===== config.mk =====
export PLATFORM = sky130hd
export DESIGN_NAME = tcpo_queue
export DESIGN_NICKNAME = d
export VERILOG_FILES = /design/src/rtl/core/tcpo_pkg.sv /design/src/rtl/core/tcpo_queue.sv
export SDC_FILE = /design/constraint.sdc
export NUM_CORES = 1
export LEC_CHECK = 0
export ABC_AREA = 1
export BUFFER_PORTS_ARGS = -buffer_cell sky130_fd_sc_hd__buf_2
export CORE_ASPECT_RATIO = 0.7
export CORE_MARGIN = 2
export CORE_UTILIZATION = 27
export CTS_BUF_LIST = sky130_fd_sc_hd__clkbuf_16
export DETAILED_ROUTE_END_ITERATION = 10
export SYNTH_ARGS = -nofsm -noshare
export SYNTH_HDL_FRONTEND = slang
export SYNTH_SLANG_ARGS = --single-unit

===== constraint.sdc =====
create_clock -name clk -period 1.9 [get_ports clk]
set_clock_uncertainty 0.2 [all_clocks]
set_input_delay 0.19 -clock clk [delete_from_list [all_inputs] [get_ports clk]]
set_output_delay 0.19 -clock clk [all_outputs]
set_load 0.02 [all_outputs]

===== src/rtl/core/tcpo_pkg.sv =====
`timescale 1ns / 1ps
// ----------------------------------------------------------------------------
// tcpo_pkg
// Shared types and constants of the triangle closest-point block.
// ----------------------------------------------------------------------------
package tcpo_pkg;

	localparam int COORD_WIDTH_DEF = 24;
	localparam int FRAC_BITS_DEF   = 16;
	localparam int QUEUE_DEPTH     = 8;

	typedef enum logic [2:0] {
		RGN_VERT_A  = 3'd0,
		RGN_VERT_B  = 3'd1,
		RGN_EDGE_AB = 3'd2,
		RGN_VERT_C  = 3'd3,
		RGN_EDGE_AC = 3'd4,
		RGN_EDGE_BC = 3'd5,
		RGN_FACE    = 3'd6
	} region_t;

	typedef struct packed {
		region_t region;
		logic    degenerate;
	} tcpo_tag_t;

endpackage


===== src/rtl/core/tcpo_queue.sv =====
`timescale 1ns / 1ps
// ----------------------------------------------------------------------------
// tcpo_queue
// Short register FIFO between the classify front and the interpolate back.
// ----------------------------------------------------------------------------
module tcpo_queue #(
	parameter int DATA_W = 8,
	parameter int DEPTH  = tcpo_pkg::QUEUE_DEPTH
) (
	input  logic              clk,
	input  logic              arst_n,
	input  logic              push,
	input  logic [DATA_W-1:0] wdata,
	input  logic              pop,
	output logic [DATA_W-1:0] rdata,
	output logic              empty
);

	localparam int AW = (DEPTH > 1) ? $clog2(DEPTH) : 1;
	localparam int CW = $clog2(DEPTH + 1);

	logic [DATA_W-1:0] mem_q [DEPTH];
	logic [AW-1:0]     wr_ptr_q;
	logic [AW-1:0]     rd_ptr_q;
	logic [CW-1:0]     count_q;

	assign rdata = mem_q[rd_ptr_q];
	assign empty = (count_q == '0);

	always_ff @(posedge clk or negedge arst_n) begin
		if (!arst_n) begin
			wr_ptr_q <= '0;
			rd_ptr_q <= '0;
			count_q  <= '0;
		end else begin
			if (push) begin
				wr_ptr_q <= (wr_ptr_q == AW'(DEPTH - 1)) ? '0 : wr_ptr_q + 1'b1;
			end
			if (pop) begin
				rd_ptr_q <= (rd_ptr_q == AW'(DEPTH - 1)) ? '0 : rd_ptr_q + 1'b1;
			end
			count_q <= count_q + CW'(push) - CW'(pop);
		end
	end

	// storage holds payload only
	always_ff @(posedge clk) begin
		if (push) begin
			mem_q[wr_ptr_q] <= wdata;
		end
	end

endmodule


==> results of run 1 <==
[how the worst max path moves through the flow]
stage / to / depth (start not counted)
after global placement: count_q[2] / 6
after floorplan: count_q[2] / 6
final: rdata[6] / 7
after global routing: rdata[6] / 7
after detailed placement: count_q[2] / 6
after CTS: rdata[6] / 7
[final cells by class]
cell class / instances / share of cell area (%)
flip-flops and latches: 74 / 51.36
repair buffers: 46 / 8.752
clock buffers: 9 / 5.322
clock inverters: 7 / 2.750
well taps: 162 / 4.790
inverters: 79 / 7.244
multi-input cells: 179 / 19.78
[layer usage]
metal  vias up  global-route usage [%]  wire, µm
met3         8                   3.531       354
met5         -                       0         0
li1       1160                       -         -
met2        39                   17.29      3118
met4         0                   3.768        85
met1      1026                   14.25      3275
[state kept, by name (all words and copies together) (netlist names)]
name	cells
count_q	4
mem_q	64
wr_ptr_q	3
rd_ptr_q	3
[worst max-delay path, delay by kind of cell (launching register included)]
kind          cells  cell delay [ns]
simple gates      5             0.38
buf+inv           2             0.33
flops             1             0.48
[synthesized netlist by cell type]
cell,instances,area share (%)
a21oi_1,1,0.15
buf_2,1,0.15
buf_4,4,0.88
buf_6,6,2.0
clkinv_1,1,0.11
dfrtp_1,10,7.3
edfxtp_1,64,56
fa_1,1,0.59
ha_1,9,3.3
inv_1,76,8.4
inv_2,1,0.11
inv_4,1,0.18
nand2_1,114,13
nand3_1,37,5.4
nor2_1,9,0.99
o21ai_0,6,0.88
xor2_1,2,0.51
[cell families after synthesis]
logic type | after synthesis | share of synthesized area (%)
AOI/OAI and AO/OA | 7 | 1.029
xor gates and xnor gates | 2 | 0.5144
adders and majority gates | 10 | 3.894
buffers and inverters | 90 | 11.79
DFF | 74 | 63.78
and+or+nand+nor | 160 | 18.99
[metrics by stage]
stage | std cells | TNS (ns) | utilization (%)
after detailed placement | 530 | 0 | 30.10
after global routing | 556 | -0.8312 | 34.18
after floorplan | 343 | 0 | -
after global placement | 530 | 0 | 30.10
final | 556 | -0.02839 | 34.18
after CTS | 557 | -0.1103 | 34.16
[report_power, final]
| part | total, µW | switching, µW | internal [µW] |
|---|---|---|---|
| sequential | 2140 | 108 | 2040 |
| combinational | 2020 | 1270 | 756 |
| clock | 1900 | 624 | 1280 |
| total | 6070 | 2000 | 4070 |
[repair_timing]
item / CTS / global route
hold buffers: 11 / 0
cloned: 0 / 0
resized for setup: 18 / 3
setup endpoints to repair: 8 / 9
endpoints found under the hold margin: 80 / 0
==> results by stage, run 1 <==
Status:
- The flow ran to the end, but the final reports show violations.
- The final reports fail on negative setup slack.

Clock tree:
- The count of H-tree levels built during CTS is 3.
- Buffers added to address setup during post-CTS repair amount to 0.
- The total clock buffers created by CTS is 9.
- The sink count of the clock tree is 74.
- No sink is reached through more buffers than the 2 on the longest clock path.
- For the worst-skew pair, the clock arrives at the later sink with an insertion delay of 0.33 ns.
- TritonCTS built the clock tree.
- The buffer cell driving the clock tree root is clkbuf_16.
- The clock-pin slew reported for the worst setup and hold paths after clock tree synthesis is 0.06 ns.

Critical path:
- In this run the critical register-to-register path is launched from count_q[0].
- STA classifies the critical path startpoint as a flip-flop.
- The signal on the critical path passes through buf_8 > nand2_1 > nand3_1 > nand2_1 > nand2_1 > nand2_1 > buf_4.
- The kind of end point of the critical path is an output pin.
- For the worst setup path, the data arrival time is 1.54 ns.
- The endpoint of the lowest-slack register-to-register path is count_q[2].
- Data on the critical path is required at its endpoint by 1.51 ns.
- Tracing the worst setup path back leads to its startpoint at rd_ptr_q[0].
- The number of cells on the worst reg-to-reg path is 6.
- The reg2reg setup slack is 0.22 ns.
- The critical path is of the flip-flop to output pin type.
- The slowest stage of the critical path belongs to the cell dfrtp_2.
- The most numerous cell type found on the critical path is nand2_1.
- The largest single stage delay on the critical path is 0.48 ns.
- The biggest fanout along the worst timing path is 19.

STA:
- Once routing completed, OpenROAD measured the worst setup slack at -0.02821 ns.
- The share of the clock period used by the worst path after layout is 101.5%.
- The clock period minus worst slack is 1.928 ns.
- The hold violation count in the final report came to 0.
- Setup repair after global routing could not meet its margin everywhere.
- The slew at the pin with the worst max-slew slack is 0.3275 ns.
- The count of final setup violators is 2.
- The maximum clock rate is 518.6 MHz.
- The final count of pins violating max slew is 0.
- The worst slew margin relative to its limit is 78.03%.
- Across all hold checks on the routed design, the worst slack comes to 0.05181 ns.

Global routing:
- Entering global routing, the biggest net connects 35 pins.
- The overall track demand over capacity in global routing is 10.93%.
- The number of antenna violations at the first check in global routing is 0.
- Summed over all layers, the global routing overflow is 0.
- The number of global-route vias before repair was 2280.
- The first global-routing pass estimated 11.40 mm of wire.

Final layout:
- The share of layout cells above drive strength 1 is 14.21%.
- At the end of the flow, the number of nets in the layout was 411.
- The finished cells cover 0.004232 mm².
- The multi-input combinational cell area is 837.1 µm².
- In the layout the commonest cells are 113 x nand2_1, 76 x inv_1, 64 x edfxtp_1.
- The area of all sequential standard cells is 0.002173 mm².
- The antenna cell count is 0.
- Fill cells in the final layout number 1219.
- Leaving out fill and tap cells, the most frequent cell in the layout is nand2_1.
- The area growth from synthesis to layout is 24.25%.

Yosys:
- The total number of yosys warnings is 0.
- The number of distinct standard cells referenced by the synthesized netlist is 17.
- In the synthesized netlist, the number of instances is 343.
- Averaged over all synthesized cells, the footprint is 9.929 µm².
- When the netlist entered floorplanning its net count stood at 365.
- Synthesis inferred 74 register bits.
- The fraction of the yosys area taken by sequential cells is 63.78%.
- The post-synthesis cell area is 0.003406 mm².

Routing:
- The average detailed-routed wire length per instance is 12.29 µm.
- The count of nets left with antenna violations once routing finished came out at 0.
- The average via count per standard cell is 4.016.
- The detailed router finished its first iteration with 123 violations.
- The first TritonRoute pass finished after 4 iterations.
- The total number of vias is 2233.
- The detailed-route wire length is 6.834 mm.
- The DRC violation count after routing is 0.

Pwr:
- Summing internal, switching and leakage power gives 6070 µW.
- The ratio of total power to cell area is 1434 mW/mm².
- The worst-case IR drop observed on VDD is 0.6533 mV.
- The total leakage power is 0.001981 µW.

Place:
- The final estimated routing congestion in global placement is 0.7739.
- After detailed placement, the total cell area comes to 0.003726 mm².
- The wire-length estimate of the detail-placed layout is 4.541 mm.
- Prior to clock tree synthesis, the placed netlist has a worst setup slack of 0.1932 ns.
- The number of I/O port buffers is 20.

Die:
- The die extent in x is 138.2 µm.
- The die covers 0.01354 mm².
- The placeable core area is 0.01238 mm².
- The effective utilization at floorplan is 27.51%.
- The die extent in y is 97.97 µm.
- The count of standard-cell rows is 34.
- 21 I/O pins were placed.

Run:
- The max-capacitance violation count is 0.

Worst hold path:
- The classification of the worst-slack hold path is primary input to async pin.
(Power assumes the default switching activity.)
==> run 2, diff against run 1 <==
--- a/config.mk
+++ b/config.mk
@@ -7,11 +7,14 @@
 export LEC_CHECK = 0
 export ABC_AREA = 1
 export BUFFER_PORTS_ARGS = -buffer_cell sky130_fd_sc_hd__buf_2
+export CAP_MARGIN = 10
 export CORE_ASPECT_RATIO = 0.7
 export CORE_MARGIN = 2
 export CORE_UTILIZATION = 27
 export CTS_BUF_LIST = sky130_fd_sc_hd__clkbuf_16
+export CTS_CLUSTER_SIZE = 30
 export DETAILED_ROUTE_END_ITERATION = 10
+export RECOVER_POWER = 25
 export SYNTH_ARGS = -nofsm -noshare
 export SYNTH_HDL_FRONTEND = slang
 export SYNTH_SLANG_ARGS = --single-unit
==> run 2 against run 1 <==
The run still ends with negative setup slack left. First-iteration DRC count shrank 5.7%. Global-route usage is the same. Power is essentially flat. Clock power is essentially flat. Highest routed layer unchanged. Worst setup slack is essentially flat. Die area is the same.
==> results by stage, run 2 (synthesis results as in run 1) <==
Die:
- The effective utilization at floorplan is 27.51% (unchanged).
- The die extent in y is 97.97 µm (unchanged).
- The placeable core area is 0.01238 mm² (unchanged).
- The count of standard-cell rows came to 34 (unchanged).
- The total die area is 0.01354 mm² (unchanged).
- The number of primary I/O pins is 21 (unchanged).
- The die extent in x is 138.2 µm (unchanged).

Place:
- The final estimated routing congestion in global placement was 0.7739 (unchanged).
- The placed cell area is 0.003726 mm² (unchanged).
- The post-detailed-placement half-perimeter wirelength came to 4.541 mm (unchanged).
- The number of I/O port buffers was 20 (unchanged).
- The number of cells after detailed placement is 530 (unchanged).

Routing:
- The average via count per standard cell is 4.014 (about the same).
- The total number of vias was 2232 (-0.045%).
- The detailed-route wire length is 6.833 mm (about the same).
- The number of nets still failing antenna checks after routing is 0 (unchanged).
- The initial detailed-routing violation count is 116 (-5.7%).
- The detailed-routing iteration count for the pre-antenna-repair pass was 4 (unchanged).
- The average detailed-routed wire length per instance is 12.29 µm (about the same).
- The DRC violation count after routing is 0 (unchanged).

Critical path:
- The critical path data arrival time is 1.54 ns (about the same).
- The reg-to-reg critical path startpoint is count_q[0].
- The reg2reg setup slack is 0.22 ns (about the same).
- The endpoint identified for the worst register-to-register timing path is count_q[2].
- The biggest fanout along the worst timing path is 19 (unchanged).
- The category of the critical setup timing path is flip-flop to output pin.
- The required time of the critical path was 1.51 ns (about the same).
- The largest stage delay on the critical path is 0.48 ns (about the same).
- The depth of the worst register-to-register path is 6 (unchanged).
- The worst setup path is captured at an output pin.
- For this design, the slowest cell found on the critical path is dfrtp_2.
- The cell repeated most along the worst path is nand2_1.
- The element type at the critical path start is a flip-flop.
- The signal on the critical path passes through buf_8 > nand2_1 > nand3_1 > nand2_1 > nand2_1 > nand2_1 > buf_4.

STA:
- Setup repair after global routing could not meet its margin everywhere.
- The maximum clock rate is 518.6 MHz (about the same).
- The count of final setup violators is 2 (unchanged).
- The final count of pins violating max slew is 0 (unchanged).
- The share of the clock period used by the worst path after layout came to 101.5% (about the same).
- The worst slew margin relative to its limit is 61.55% (-16 points).
- The hold violation count in the final report was 0 (unchanged).
- The clock period minus worst slack is 1.928 ns (-0.000001700 ns).
- The slew at the pin with the worst max-slew slack is 0.5767 ns (+0.2493 ns).
- The setup slack after layout is -0.02821 ns (+0.000001700 ns).

Pwr:
- The ratio of total power to cell area was 1437 mW/mm² (+0.15%).
- The share of power burned in combinational logic came to 33.3% (about the same).
- The fraction of power spent switching nets is 32.92% (about the same).
- The net switching component of the power is 1997 µW (about the same).
- The sequential power share is 35.3% (about the same).
- The total power draw is 6068 µW (about the same).
- The largest vdd supply drop is 0.6532 mV (about the same).
- The total internal power is 4071 µW (about the same).
- The power share of the clock group is 31.4% (about the same).
- The total leakage power is 0.001965 µW (-0.83%).

Final layout:
- The net count of the finished layout came to 411 (unchanged).
- The number of flip-flops under the largest register name was 64 (unchanged).
- The share of layout cells above drive strength 1 came to 12.69% (-1.5 points).
- Leaving out fill and tap cells, the most frequent cell in the layout is nand2_1.
- Counting flops per register, the top entry is mem_q.
- The antenna cell count is 0 (unchanged).
- The library cells used most frequently in the layout, excluding fill and tap cells, are 113 x nand2_1, 76 x inv_1, 64 x edfxtp_1.
- The final instance area is 0.004224 mm² (-0.18%).
- In the final layout, the registers with the most flip-flops are mem_q: 64 flops, count_q: 4 flops.
- The final instance count without filler cells came to 556 (unchanged).
- The end-of-flow core utilization came to 34.12% (-0.061 points).
- Relative to the synthesized area, the layout overhead comes to 24.03%.

Worst hold path:
- The hold-critical path endpoint is rd_ptr_q[0].
- The worst hold path begins at pop.
- The classification of the worst-slack hold path is primary input to flip-flop.
- The worst hold path passes through 2 cells.

Status:
- The flow ran to the end, but the final reports show violations.
- The checks that failed: negative setup slack.

Clock tree:
- The clock-pin slew reported for the worst setup and hold paths after clock tree synthesis was 0.06 ns (about the same).
- The buffer cell driving the clock tree root is clkbuf_16.
- The TritonCTS clock tree is built.
- The maximum buffer depth of the clock tree was 2 (unchanged).
- The total clock buffers created by CTS came to 9 (unchanged).
- The clock latency on the worst-skew pair is 0.33 ns (about the same).
- The sink count of the clock tree is 74 (unchanged).
- The count of H-tree levels built during CTS is 3 (unchanged).

Global routing:
- The first-pass GRT wire length is 11.40 mm (unchanged).
- The overall overflow remaining after global route is 0 (unchanged).
- The overall track demand over capacity in global routing is 10.93% (unchanged).
- The number of antenna violations at the first check in global routing came to 0 (unchanged).
- The maximum number of pins on one net before global-route repair came to 35 (unchanged).
- The number of global-route vias before repair came to 2280 (unchanged).

Run:
- The max-capacitance violation count is 0 (unchanged).
## run 2: critical path: cells and delay by family (launching register included)
family	cells	cell delay [ns]
buffers and inverters	2	0.33
flip-flops	1	0.48
AND/OR/NAND/NOR	5	0.38
## run 2: final cells by class
class                           instances  area, µm²
Tap cell                              162      202.7
Multi-Input combinational cell        179      837.1
Inverter                               79      306.5
Fill cell                            1220       8155
Clock inverter                          7      116.4
Clock buffer                            9      225.2
Sequential cell                        74       2173
Timing Repair Buffer                   46      362.8
## run 2: metrics by stage
stage / setup WS [ns] / hold slack, ns / setup TNS (ns)
4_1_cts: -0.04223 / 0.05084 / -0.1103
5_1_grt: -0.1393 / 0.1704 / -0.8312
3_5_place_dp: 0.1932 / -0.1338 / 0
6_report: -0.02821 / 0.1051 / -0.02839
2_1_floorplan: 0.2515 / -0.3056 / 0
3_3_place_gp: 0.2128 / -0.1341 / 0
## run 2: power groups by stage
stage / sequential (µW) / clock, µW / combinational, µW
floorplan: 2140 / 0 / 1370
global placement: 2160 / 0 / 1840
detailed placement: 2160 / 0 / 1870
CTS: 2150 / 1940 / 2040
global route: 2170 / 2010 / 2280
finish: 2140 / 1900 / 2020
## run 2: how the worst max path moves through the flow
| stage | start | end | slack [ns] |
|---|---|---|---|
| floorplan | count_q[0] | count_q[2] | 0.25 |
| global placement | count_q[0] | count_q[2] | 0.21 |
| detailed placement | count_q[0] | count_q[2] | 0.19 |
| CTS | rd_ptr_q[0] | rdata[6] | -0.04 |
| global route | rd_ptr_q[0] | rdata[6] | -0.14 |
| finish | rd_ptr_q[0] | rdata[6] | -0.03 |
## run 2: repair_timing
action                                  4_1_cts  5_1_grt
hold buffers                                 11        0
pin swaps                                     0        0
endpoints found under the hold margin        80        0
gates resized for setup                      18        3
endpoints found under the setup margin        8        9
setup buffers                                 0        0
## run 2: routing by layer
metal  vias up  part of all wire (%)  GRT usage, %
met5         -                     0             0
met4         0                   1.2         3.768
met3         8                   5.2         3.531
met2        39                    46         17.29
met1      1025                    48         14.25
li1       1160                     -             -
